===== src/rtl/btpc_pkg.sv =====
// ----------------------------------------------------------------------------
// btpc_pkg
// Shared types and constants for the barometric compensation block.
// ----------------------------------------------------------------------------
package btpc_pkg;

    localparam logic [1:0] REG_CAL_A = 2'd0;
    localparam logic [1:0] REG_CAL_B = 2'd1;
    localparam logic [1:0] REG_CAL_C = 2'd2;
    localparam logic [1:0] REG_OSS   = 2'd3;

    localparam logic [31:0] B6_OFFSET  = 32'd4000;
    localparam logic [31:0] B4_BIAS    = 32'd32768;
    localparam logic [31:0] B7_SCALE   = 32'd50000;
    localparam logic [31:0] B7_LARGE   = 32'h8000_0000;
    localparam logic [31:0] P_COEF_SQ  = 32'd3038;
    localparam logic [31:0] P_COEF_LIN = 32'hFFFF_E343; // -7357
    localparam logic [31:0] P_OFFSET   = 32'd3791;

    // divider request / response
    typedef struct packed {
        logic        start;
        logic        sgn;      // signed operands, truncating quotient
        logic [31:0] num;
        logic [31:0] den;
    } div_req_t;

    typedef struct packed {
        logic        done;
        logic [31:0] quo;
    } div_rsp_t;

endpackage


===== src/rtl/btpc_div.sv =====
// ----------------------------------------------------------------------------
// btpc_div
// Radix-2 restoring divider, 32-bit, one quotient bit per cycle.
// ----------------------------------------------------------------------------
module btpc_div
    import btpc_pkg::*;
(
    input  logic     clk,
    input  logic     rst_n,
    input  div_req_t req,
    output div_rsp_t rsp
);

    logic        busy_reg;
    logic [5:0]  cnt_reg;
    logic [31:0] rem_reg;
    logic [31:0] quo_reg;
    logic [31:0] den_reg;
    logic        neg_reg;
    logic        done_reg;

    logic [31:0] num_abs;
    logic [31:0] den_abs;
    logic [32:0] trial;
    logic [32:0] shifted;

    assign num_abs = (req.sgn && req.num[31]) ? (32'd0 - req.num) : req.num;
    assign den_abs = (req.sgn && req.den[31]) ? (32'd0 - req.den) : req.den;
    assign shifted = {rem_reg, quo_reg[31]};
    assign trial   = shifted - {1'b0, den_reg};

    always_ff @(posedge clk or negedge rst_n)
    begin
        if (!rst_n)
        begin
            busy_reg <= 1'b0;
            done_reg <= 1'b0;
            cnt_reg  <= '0;
        end
        else
        begin
            done_reg <= 1'b0;
            if (req.start)
            begin
                busy_reg <= 1'b1;
                cnt_reg  <= 6'd32;
                rem_reg  <= '0;
                quo_reg  <= num_abs;
                den_reg  <= den_abs;
                neg_reg  <= req.sgn && (req.num[31] ^ req.den[31]);
            end
            else if (busy_reg)
            begin
                if (!trial[32])
                begin
                    rem_reg <= trial[31:0];
                    quo_reg <= {quo_reg[30:0], 1'b1};
                end
                else
                begin
                    rem_reg <= shifted[31:0];
                    quo_reg <= {quo_reg[30:0], 1'b0};
                end
                cnt_reg <= cnt_reg - 6'd1;
                if (cnt_reg == 6'd1)
                begin
                    busy_reg <= 1'b0;
                    done_reg <= 1'b1;
                end
            end
        end
    end

    assign rsp.done = done_reg;
    assign rsp.quo  = neg_reg ? (32'd0 - quo_reg) : quo_reg;

endmodule


===== src/rtl/baro_temp_pressure_compensation.sv =====
// ----------------------------------------------------------------------------
// baro_temp_pressure_compensation
// Integer temperature and pressure compensation for a barometric sensor.
// ----------------------------------------------------------------------------
// One transaction at a time. A temperature or pressure item raises out_valid
// once its steps and its division are done, and holds it through any
// out_ready stall. The time is set by a radix-2 divider that holds the
// sequencer for the whole of each division (one division per item) and by one
// shared, registered 32x32 multiplier stepped by a sequencer. A zero divisor
// skips the division, so a faulting item reaches out_valid sooner after
// acceptance. in_ready is low from acceptance until the result has been taken.
// Configuration is written only while idle.
module baro_temp_pressure_compensation
    import btpc_pkg::*;
(
    input  logic               clk,
    input  logic               rst_n,
    input  logic               cfg_valid,
    output logic               cfg_ready,
    input  logic [1:0]         cfg_index,
    input  logic [63:0]        cfg_data,
    input  logic               in_valid,
    output logic               in_ready,
    input  logic               kind,
    input  logic [23:0]        raw_value,
    output logic               out_valid,
    input  logic               out_ready,
    output logic               result_kind,
    output logic signed [15:0] temperature_tenths,
    output logic signed [31:0] pressure_pa,
    output logic               divide_fault
);

    typedef enum logic [4:0] {
        S_IDLE, S_T1, S_T2, S_T3, S_TDIV, S_TFIN,
        S_P1, S_P2, S_P3, S_P4, S_P5, S_P6, S_P7, S_P8, S_P9,
        S_PDIV, S_PQ, S_Q1, S_Q2, S_Q3, S_Q4, S_OUT
    } state_t;

    state_t      state_reg;
    logic [63:0] cal_a_reg, cal_b_reg;
    logic [47:0] cal_c_reg;
    logic [1:0]  oss_reg;
    logic [31:0] b5_reg;
    logic        kind_reg;
    logic [23:0] raw_reg;
    logic [31:0] x1_reg, b6_reg, sq_reg, acc_reg, b3_reg, b4_reg, p_reg;
    logic [31:0] prod_reg;
    logic        big_reg;
    logic [15:0] temp_reg;
    logic [31:0] pres_reg;
    logic        fault_reg;

    // shared multiplier, registered
    logic [31:0] ma, mb;
    div_req_t    dreq;
    div_rsp_t    drsp;

    btpc_div u_div (.clk(clk), .rst_n(rst_n), .req(dreq), .rsp(drsp));

    function automatic logic [31:0] sx(input logic [15:0] w);
        return {{16{w[15]}}, w};
    endfunction

    function automatic logic [31:0] asr(input logic [31:0] x, input logic [4:0] s);
        return 32'($signed(x) >>> s);
    endfunction

    logic [31:0] ac1, ac2, ac3, ac4, ac5, ac6, b1, b2, mc, md;
    assign ac1 = sx(cal_a_reg[63:48]);
    assign ac2 = sx(cal_a_reg[47:32]);
    assign ac3 = sx(cal_a_reg[31:16]);
    assign ac4 = {16'd0, cal_a_reg[15:0]};
    assign ac5 = {16'd0, cal_b_reg[63:48]};
    assign ac6 = {16'd0, cal_b_reg[47:32]};
    assign b1  = sx(cal_b_reg[31:16]);
    assign b2  = sx(cal_b_reg[15:0]);
    assign mc  = sx(cal_c_reg[31:16]);
    assign md  = sx(cal_c_reg[15:0]);

    logic [31:0] up;
    assign up = {8'd0, raw_reg} >> (4'd8 - {2'd0, oss_reg});

    logic [31:0] den_temp, b3_new, b5_new, t_sh, p_sh;
    assign den_temp = x1_reg + md;
    assign b3_new   = asr((((ac1 << 2) + acc_reg) << oss_reg) + 32'd2, 5'd2);
    assign b5_new   = x1_reg + drsp.quo;
    assign t_sh     = asr(b5_new + 32'd8, 5'd4);
    assign p_sh     = asr(p_reg, 5'd8);

    // product of the operands set in one state is read in the next
    always_comb
    begin
        ma = '0;
        mb = '0;
        case (state_reg)
            S_T1:    begin ma = {16'd0, raw_reg[15:0]} - ac6; mb = ac5; end
            S_P1:    begin ma = b6_reg; mb = b6_reg; end
            S_P2:    begin ma = ac2;    mb = b6_reg; end
            S_P3:    begin ma = b2;     mb = sq_reg; end
            S_P4:    begin ma = ac3;    mb = b6_reg; end
            S_P5:    begin ma = b1;     mb = sq_reg; end
            S_P7:    begin ma = ac4;    mb = acc_reg + B4_BIAS; end
            S_P8:    begin ma = up - b3_reg; mb = B7_SCALE >> oss_reg; end
            S_PQ:    begin ma = p_sh;   mb = p_sh; end
            S_Q1:    begin ma = prod_reg; mb = P_COEF_SQ; end
            S_Q2:    begin ma = P_COEF_LIN; mb = p_reg; end
            default: begin ma = '0; mb = '0; end
        endcase
    end

    always_ff @(posedge clk)
    begin
        prod_reg <= ma * mb;
    end

    always_comb
    begin
        dreq.start = 1'b0;
        dreq.sgn   = 1'b1;
        dreq.num   = mc << 11;
        dreq.den   = den_temp;
        if (state_reg == S_T3 && den_temp != 32'd0)
            dreq.start = 1'b1;
        // B7 is the product coming out of the multiplier in this state
        if (state_reg == S_P9 && b4_reg != 32'd0)
        begin
            dreq.start = 1'b1;
            dreq.sgn   = 1'b0;
            dreq.num   = (prod_reg >= B7_LARGE) ? prod_reg : (prod_reg << 1);
            dreq.den   = b4_reg;
        end
    end

    assign cfg_ready = (state_reg == S_IDLE);
    assign in_ready  = (state_reg == S_IDLE);
    assign out_valid = (state_reg == S_OUT);
    assign result_kind        = kind_reg;
    assign temperature_tenths = temp_reg;
    assign pressure_pa        = pres_reg;
    assign divide_fault       = fault_reg;

    always_ff @(posedge clk or negedge rst_n)
    begin
        if (!rst_n)
        begin
            state_reg <= S_IDLE;
            cal_a_reg <= '0;
            cal_b_reg <= '0;
            cal_c_reg <= '0;
            oss_reg   <= 2'd3;
            b5_reg    <= '0;
        end
        else
        begin
            case (state_reg)
                S_IDLE:
                begin
                    if (cfg_valid)
                    begin
                        case (cfg_index)
                            REG_CAL_A: cal_a_reg <= cfg_data;
                            REG_CAL_B: cal_b_reg <= cfg_data;
                            REG_CAL_C: cal_c_reg <= cfg_data[47:0];
                            REG_OSS:   oss_reg   <= cfg_data[1:0];
                            default:   ;
                        endcase
                    end
                    if (in_valid)
                    begin
                        kind_reg  <= kind;
                        raw_reg   <= raw_value;
                        temp_reg  <= '0;
                        pres_reg  <= '0;
                        fault_reg <= 1'b0;
                        b6_reg    <= b5_reg - B6_OFFSET;
                        state_reg <= kind ? S_P1 : S_T1;
                    end
                end
                S_T1: state_reg <= S_T2;
                S_T2:
                begin
                    x1_reg <= asr(prod_reg, 5'd15);
                    state_reg <= S_T3;
                end
                S_T3:
                begin
                    if (den_temp == 32'd0)
                    begin
                        fault_reg <= 1'b1;
                        state_reg <= S_OUT;
                    end
                    else
                        state_reg <= S_TDIV;
                end
                S_TDIV:
                begin
                    if (drsp.done)
                        state_reg <= S_TFIN;
                end
                S_TFIN:
                begin
                    b5_reg <= b5_new;
                    if ($signed(t_sh) > 32'sd32767)
                        temp_reg <= 16'h7FFF;
                    else if ($signed(t_sh) < -32'sd32768)
                        temp_reg <= 16'h8000;
                    else
                        temp_reg <= t_sh[15:0];
                    state_reg <= S_OUT;
                end
                S_P1: state_reg <= S_P2;
                S_P2:
                begin
                    sq_reg <= asr(prod_reg, 5'd12);
                    state_reg <= S_P3;
                end
                S_P3:
                begin
                    acc_reg <= asr(prod_reg, 5'd11);
                    state_reg <= S_P4;
                end
                S_P4:
                begin
                    acc_reg <= acc_reg + asr(prod_reg, 5'd11);
                    state_reg <= S_P5;
                end
                S_P5:
                begin
                    b3_reg  <= b3_new;
                    acc_reg <= asr(prod_reg, 5'd13);
                    state_reg <= S_P6;
                end
                S_P6:
                begin
                    acc_reg <= asr(acc_reg + asr(prod_reg, 5'd16) + 32'd2, 5'd2);
                    state_reg <= S_P7;
                end
                S_P7: state_reg <= S_P8;
                S_P8:
                begin
                    b4_reg <= prod_reg >> 15;
                    state_reg <= S_P9;
                end
                S_P9:
                begin
                    big_reg <= (prod_reg >= B7_LARGE);
                    state_reg <= S_PDIV;
                end
                S_PDIV:
                begin
                    if (b4_reg == 32'd0)
                    begin
                        fault_reg <= 1'b1;
                        state_reg <= S_OUT;
                    end
                    else if (drsp.done)
                    begin
                        p_reg <= big_reg ? (drsp.quo << 1) : drsp.quo;
                        state_reg <= S_PQ;
                    end
                end
                S_PQ: state_reg <= S_Q1;
                S_Q1: state_reg <= S_Q2;
                S_Q2:
                begin
                    acc_reg <= asr(prod_reg, 5'd16);
                    state_reg <= S_Q3;
                end
                S_Q3:
                begin
                    acc_reg <= acc_reg + asr(prod_reg, 5'd16) + P_OFFSET;
                    state_reg <= S_Q4;
                end
                S_Q4:
                begin
                    pres_reg <= p_reg + asr(acc_reg, 5'd4);
                    state_reg <= S_OUT;
                end
                S_OUT:
                begin
                    if (out_ready)
                        state_reg <= S_IDLE;
                end
                default: state_reg <= S_IDLE;
            endcase
        end
    end

    a_ready_idle: assert property (@(posedge clk) disable iff (!rst_n)
        in_ready |-> !out_valid)
        else $error("ready while result pending");
    a_temp_zero: assert property (@(posedge clk) disable iff (!rst_n)
        (out_valid && result_kind) |-> (temperature_tenths == 16'sd0))
        else $error("temperature nonzero in pressure result");
    a_fault_zero: assert property (@(posedge clk) disable iff (!rst_n)
        (out_valid && divide_fault) |->
            (pressure_pa == 32'sd0 && temperature_tenths == 16'sd0))
        else $error("fault result not zero");

endmodule

===== config.mk =====
export PLATFORM = sky130hd
export DESIGN_NAME = baro_temp_pressure_compensation
export DESIGN_NICKNAME = d
export VERILOG_FILES = /design/src/rtl/btpc_pkg.sv /design/src/rtl/btpc_div.sv /design/src/rtl/baro_temp_pressure_compensation.sv
export SDC_FILE = /design/constraint.sdc
export NUM_CORES = 2
export LEC_CHECK = 0
export ABC_AREA = 1
export BUFFER_PORTS_ARGS = -buffer_cell sky130_fd_sc_hd__clkbuf_2
export CAP_MARGIN = 10
export CORE_AREA = 4 4 429 431
export CTS_CLUSTER_DIAMETER = 80
export DETAILED_ROUTE_END_ITERATION = 10
export DIE_AREA = 0 0 433 435
export PLACE_DENSITY = 0.55
export SLEW_MARGIN = 20
export SYNTH_ARGS = -nofsm -noshare
export SYNTH_HDL_FRONTEND = slang
export SYNTH_SLANG_ARGS = --single-unit

===== constraint.sdc =====
create_clock -name clk -period 11.5 [get_ports clk]
set_input_delay 1.15 -clock clk [delete_from_list [all_inputs] [get_ports clk]]
set_output_delay 1.15 -clock clk [all_outputs]
set_load 0.01 [all_outputs]

# Yosys cells after proc, flatten, opt, wreduce, memory -nomap -nowiden
# Index checks and enable logic that the tools add are counted.
[word_totals]
register_bits = 591
inputBits = 96
out_inout_bits = 53
wordCells = 166
[op_classes]
n_addsub = 20
n_mul = 1
magnitude_cmp = 3
eq_ne = 31
n_shift = 3
muxes = 41
bitwise_logic = 2
reduce_logical = 37
[ops]
columns = ["operator", "n"]
rows = [
  ["one-hot mux 32 bit (11 select lines)", 1],
  ["two-way mux 32 bit", 10],
  ["one-hot mux 32 bit (8 select lines)", 1],
  ["one-hot mux 32 bit (6 select lines)", 1],
  ["adder 32 bit", 5],
  ["one-hot mux 5 bit (21 select lines)", 1],
  ["subtractor 1 x 32 -> 32 bit, first input constant", 3],
  ["two-way mux 66 bit", 1],
  ["adder 32 x 2 -> 32 bit, second input constant", 2],
  ["logical NOT 32 bit", 2],
  ["one-hot mux 32 bit (2 select lines)", 1],
  ["nonzero test 32 bit", 2],
  ["two-way mux 16 bit", 3],
  ["equality test 5 x 4 -> 1 bit, second input constant", 8],
  ["subtractor 33 x 32 -> 33 bit", 1],
  ["adder 32 x 12 -> 32 bit, second input constant", 1],
  ["adder 32 x 16 -> 32 bit, second input constant", 1],
  ["adder 32 x 4 -> 32 bit, second input constant", 1],
  [">= comparator 32 bit, second input constant", 1],
  ["multiplier 32 x 32 -> 32 bit", 1],
  ["one-hot mux 16 bit (2 select lines)", 1],
  ["left shift 32 x 2 -> 32 bit", 1],
  ["right shift 16 x 2 -> 32 bit, first input constant", 1],
  ["right shift 24 x 4 -> 32 bit", 1],
  ["other kinds (37)", 87],
]

# Depth between registers and ports, before layout
[logic_depth]
word_depth = 8
depth_mapped = 59
mapped_depth_nobuf = 55

# Modules after synthesis
# From an unflattened synthesis, not the netlist that was laid out.
[hier_totals]
hier_cells = 9373
area_unflattened_um2 = 64669.5
[modules_own_cells]
columns = ["mod", "n_inst", "cells_each", "area_per_inst_um2", "seq_area_each_um2"]
rows = [
  ["baro_temp_pressure_compensation", 1, 7888, 55051.5, 13280.2],
  ["btpc_div", 1, 1485, 9618.0, 3113.0],
]

# Worst setup path before layout
# No wires, ideal clock.
[synth_timing]
path_kind = "register to register"
from = "register oss_reg[0]"
to = "register prod_reg[31]"
setup_time_ns = 0.112
t_arrival_ns = 9.935
required_time_ns = 11.388
slack_ns = 1.453
stages_incl_launch_ff = 57
path_buffers = 5
period_less_slack_ns = 10.047
path_cell_list = "dfstp_2 > clkinv_1 > clkbuf_1 > buf_1 > ha_1 > clkbuf_1 > inv_1 > clkbuf_1 > nand3_1 > o21ai_0 > inv_1 > o211ai_1 > o21ai_0 > ha_1 > nand2_1 > inv_1 > a21oi_1 > nand2_1 > [... 21 more ...] > ha_1 > nand2_1 > nor2_1 > nand3_1 > o2111ai_1 > a21boi_0 > o21ai_0 > a21boi_0 > o21ai_0 > nand2_1 > inv_1 > o21bai_1 > inv_1 > nand2_1 > nand2_1 > inv_1 > nand2_1 > nand2_1"
[synth_between]
elab_chain_len = 5
elab_cells_between_ends = 7
classes_between = "2 x add/sub; 1 x mul; 2 x shift; 2 x mux"
[synth_rtl]
columns = ["element", "line", "rtl"]
rows = [
  ["from (decl)", "baro_temp_pressure_compensation.sv:43", "logic [1:0] oss_reg;"],
  ["from (signal assigned)", "baro_temp_pressure_compensation.sv:165", "REG_OSS: oss_reg <= cfg_data[1:0];"],
  ["subtractor 4 x 2 -> 4 bit", "baro_temp_pressure_compensation.sv:82", "assign up = {8'd0, raw_reg} >> (4'd8 - {2'd0, oss_reg});"],
  ["right shift 24 x 4 -> 32 bit", "baro_temp_pressure_compensation.sv:82", ""],
  ["subtractor 32 bit", "baro_temp_pressure_compensation.sv:104", "S_P8: begin ma = up - b3_reg; mb = B7_SCALE >> oss_reg; end"],
  ["one-hot mux 32 bit (11 select lines)", "baro_temp_pressure_compensation.sv:96", "case (state_reg)"],
  ["multiplier 32 x 32 -> 32 bit (*)", "baro_temp_pressure_compensation.sv:114", "prod_reg <= ma * mb;"],
  ["to (signal assigned)", "baro_temp_pressure_compensation.sv:114", ""],
  ["to (decl)", "baro_temp_pressure_compensation.sv:48", "logic [31:0] prod_reg;"],
]
# Mark *: on every way between the ends. The rest lies on a longest branch, timed or not.
# A chain may end at the register's enable or synchronous reset.

# Worst setup path after layout
# Ends and elaborated chain as after synthesis.

==> flow_metrics.py <==
metrics = {
    "drt": {
        "wl_per_cell_um": 24.5,
        "first_pass_iters": 6,
        "dr_total_vias": 60800,
        "detail-route-antenna-nets": 0,
        "drt_first_iter_violations": 7029,
        "drc": 0,
        "vias_per_cell": 5.34,
        "drt_wl_total_mm": 279,
    },
    "sta": {
        "slew_viol_final": 0,
        "rsz0062_at_grt": "false",
        "fin_crit_sh": 0.918,
        "hold_viol": 0,
        "skew_ns": 0.0336,
        "tightestPinTransition_ns": 1.24,
        "fin_setup_tns_ns": 0,
        "clock.fmax_ghz": 0.0947,
        "slew_headroom": 0.169,
        "period_minus_slack_ns": 10.55,
        "finalSetupViolations": 0,
    },
    "worst_setup_path": {
        "reg2reg_depth": 50,
        "path_buf_inv": 13,
        "max_stage_delay_ns": 0.54,
        "path_delay_family": "adder cells",
        "path_common_cell": "inv_1",
        "endpoint_kind": "register",
        "critPathRequiredTime_ns": 12.12,
        "rr_startpoint": "oss_reg[0]",
        "r2r_end": "prod_reg[31]",
        "crit_arrival_ns": 11.17,
        "worstPathMaxFanout": 21,
        "worstSetupStartpointType": "register",
        "r2r_setup_slack_ns": 0.95,
        "critical-path-slowest-cell": "dfstp_2",
        "setup.worst_path.class": "reg -> reg",
    },
    "floorplanning": {
        "die-area_um2": 188000,
        "core_region_area_um2": 180000,
        "rows": 156,
        "die_w_um": 433,
        "die-height_um": 435,
        "io_pins": 149,
        "start_util": 0.348,
    },
    "synthesis": {
        "synth_edf_count": 342,
        "synth_area_um2": 62700,
        "muxShareOfSynthArea": 0.000958,
        "avgSynthCellArea_um2": 7.11,
        "async_flop_share": 0.356,
        "ys.flop_type": "edfxtp_1",
        "yosys.area_share.simple": 0.267,
        "syn_inst": 8814,
        "synth_top_family_by_area": "simple AND/OR/NAND/NOR gates",
        "yosys.area_share.adder": 0.207,
        "ys_seq_area_frac": 0.257,
        "synthDistinctLibCells": 85,
        "ys_ff_latch": 581,
        "synth_compound_area_frac": 0.117,
        "ys_warn_count": 0,
        "synth_xor_area_frac": 0.0365,
    },
    "placement": {
        "io_buffers": 148,
        "dpl-instance-area_um2": 66500,
        "gp_congestion": 1.02,
        "dp_hpwl_mm": 228,
    },
    "cells_and_area": {
        "layout.nets": 9827,
        "fin_area_um2": 69200,
        "synthToLayoutAreaGrowth_pct": 10.4,
        "drive_above_1_share": 0.0657,
        "fin_util": 0.384,
    },
    "global_route": {
        "grt_use_total": 0.292,
        "grt_max_degree": 79,
        "use_met2": 0.441,
        "grt_pass1_wl_mm": 402,
        "grt_pass1_vias": 58000,
        "gr-max-usage-layer": "met2",
        "use_met1": 0.394,
        "grtUsageMet3": 0.0605,
        "antenna_found_initial": 36,
        "grt_overflow": 0,
    },
    "clock_network": {
        "clk_pin_slew_ns": 0.06,
        "clk_path_buf_depth": 3,
        "ctsResizeCount": 0,
        "cts-htree-levels": 3,
        "cts_sinks": 581,
        "root_buffer": "clkbuf_16",
        "cts_buffers": 77,
        "post_cts_buffers": 0,
        "cts-hold-fix-buffers": 0,
        "cts_tree": "done",
        "worstSkewPairLatency_ns": 0.73,
    },
    "hold_path": {
        "hold_path_class": "in -> async",
    },
    "run_status": {
        "outcome": "complete, no violations",
    },
    "flow_run": {
        "max-cap-violations": 0,
    },
}
## layout by cell type, fill, tap and decap left out, types with 12 or more instances in the layout
master     synthesis  final
a31oi_1           21     21
o211ai_1          49     49
nor4_1            16     16
xnor2_1           75     75
edfxtp_1         342    342
o21ai_0          574    574
nand3b_1          39     39
o21ai_1           25     24
a21oi_1          448    446
o21a_1            23     23
o22ai_1           13     13
nor3_2            11     12
inv_2             26     27
nor2_1           711    702
clkbuf_16          0     81
fa_1             417    417
nand2_1         2398   2396
dfrtp_1          205    205
ha_1             371    371
inv_1           1610   1609
or2_2             16     16
nand4_1          135    135
a221oi_1          12     12
o2111ai_1         14     13
a211oi_1          12     12
o21bai_1          30     30
dfxtp_1           32     28
xor2_1           173    173
nand2_2           17     19
nor2_2            28     33
clkbuf_2           0    147
buf_4             10    127
nor3_1            97     96
nand3_1          480    477
a21o_1            14     14
nand3_2           14     15
## worst max path at each step
stage / slack [ns] / depth (start not counted) / endpoint / startpoint
after floorplan: 1.45 / 56 / prod_reg[31] / oss_reg[0]
after global placement: 1.03 / 44 / prod_reg[31] / oss_reg[0]
after detailed placement: 1.09 / 50 / prod_reg[31] / oss_reg[0]
after CTS: 1.03 / 40 / prod_reg[29] / oss_reg[0]
after global routing: 0.21 / 46 / prod_reg[29] / oss_reg[0]
final: 0.95 / 50 / prod_reg[31] / oss_reg[0]
## metal layers
metal  vias up  wire length, µm
met1     29200           117000
met3       580            25300
met4        14            17100
met5         -               95
met2      2657           119000
li1      28300                -
## worst reg2reg max path: cells and delay by family (launching register included)
family	cells	cell delay (ns)
buffers and inverters	13	1.22
AOI/OAI and AO/OA	8	1.72
adders and majority gates	12	5.07
and+or+nand+nor	17	1.95
DFF	1	0.54
## cell type report
cell class | instances | area (µm²)
Timing Repair Buffer | 276 | 1720
Clock inverter | 42 | 468
Fill cell | 19200 | 111000
Clock buffer | 100 | 2200
Multi-Input combinational cell | 6362 | 39600
Antenna cell | 8 | 20.0
Tap cell | 2370 | 2970
Inverter | 1645 | 6180
Sequential cell | 581 | 16100
## cells by family (layout without fill, tap and decap cells)
family                     after synthesis  count (layout)
other                                    1              16
AOI/OAI and AO/OA                     1308            1308
and+or+nand+nor                       3997            3997
buffers and inverters                 1878            2063
muxes                                    6               6
DFF                                    581             581
adders and majority gates              788             788
xor gates and xnor gates               255             255
## cell usage after synthesis (all sizes together), types with 108 or more instances
cell type	number	share of area
o21ai	603	0.049
a21oi	454	0.037
dfrtp	205	0.082
nand3	494	0.041
fa	417	0.13
nand4	137	0.014
nor3	108	0.0095
nor2	746	0.047
inv	1639	0.098
xor2	178	0.025
ha	371	0.074
edfxtp	342	0.16
nand2	2421	0.15
clkbuf	168	0.010
## stage by stage
step | std cells | setup WS [ns] | hold slack (ns)
floorplan | 8821 | 1.45 | 0.425
global placement | 11200 | 1.03 | 0.437
detailed placement | 11200 | 1.09 | 0.439
CTS | 11400 | 1.03 | 0.406
global route | 11400 | 0.211 | 0.440
finish | 11400 | 0.945 | 0.422
Power is left out: the tool's default activity adds up to more than one toggle a clock period on the data nets, which glitch-free logic cannot reach.
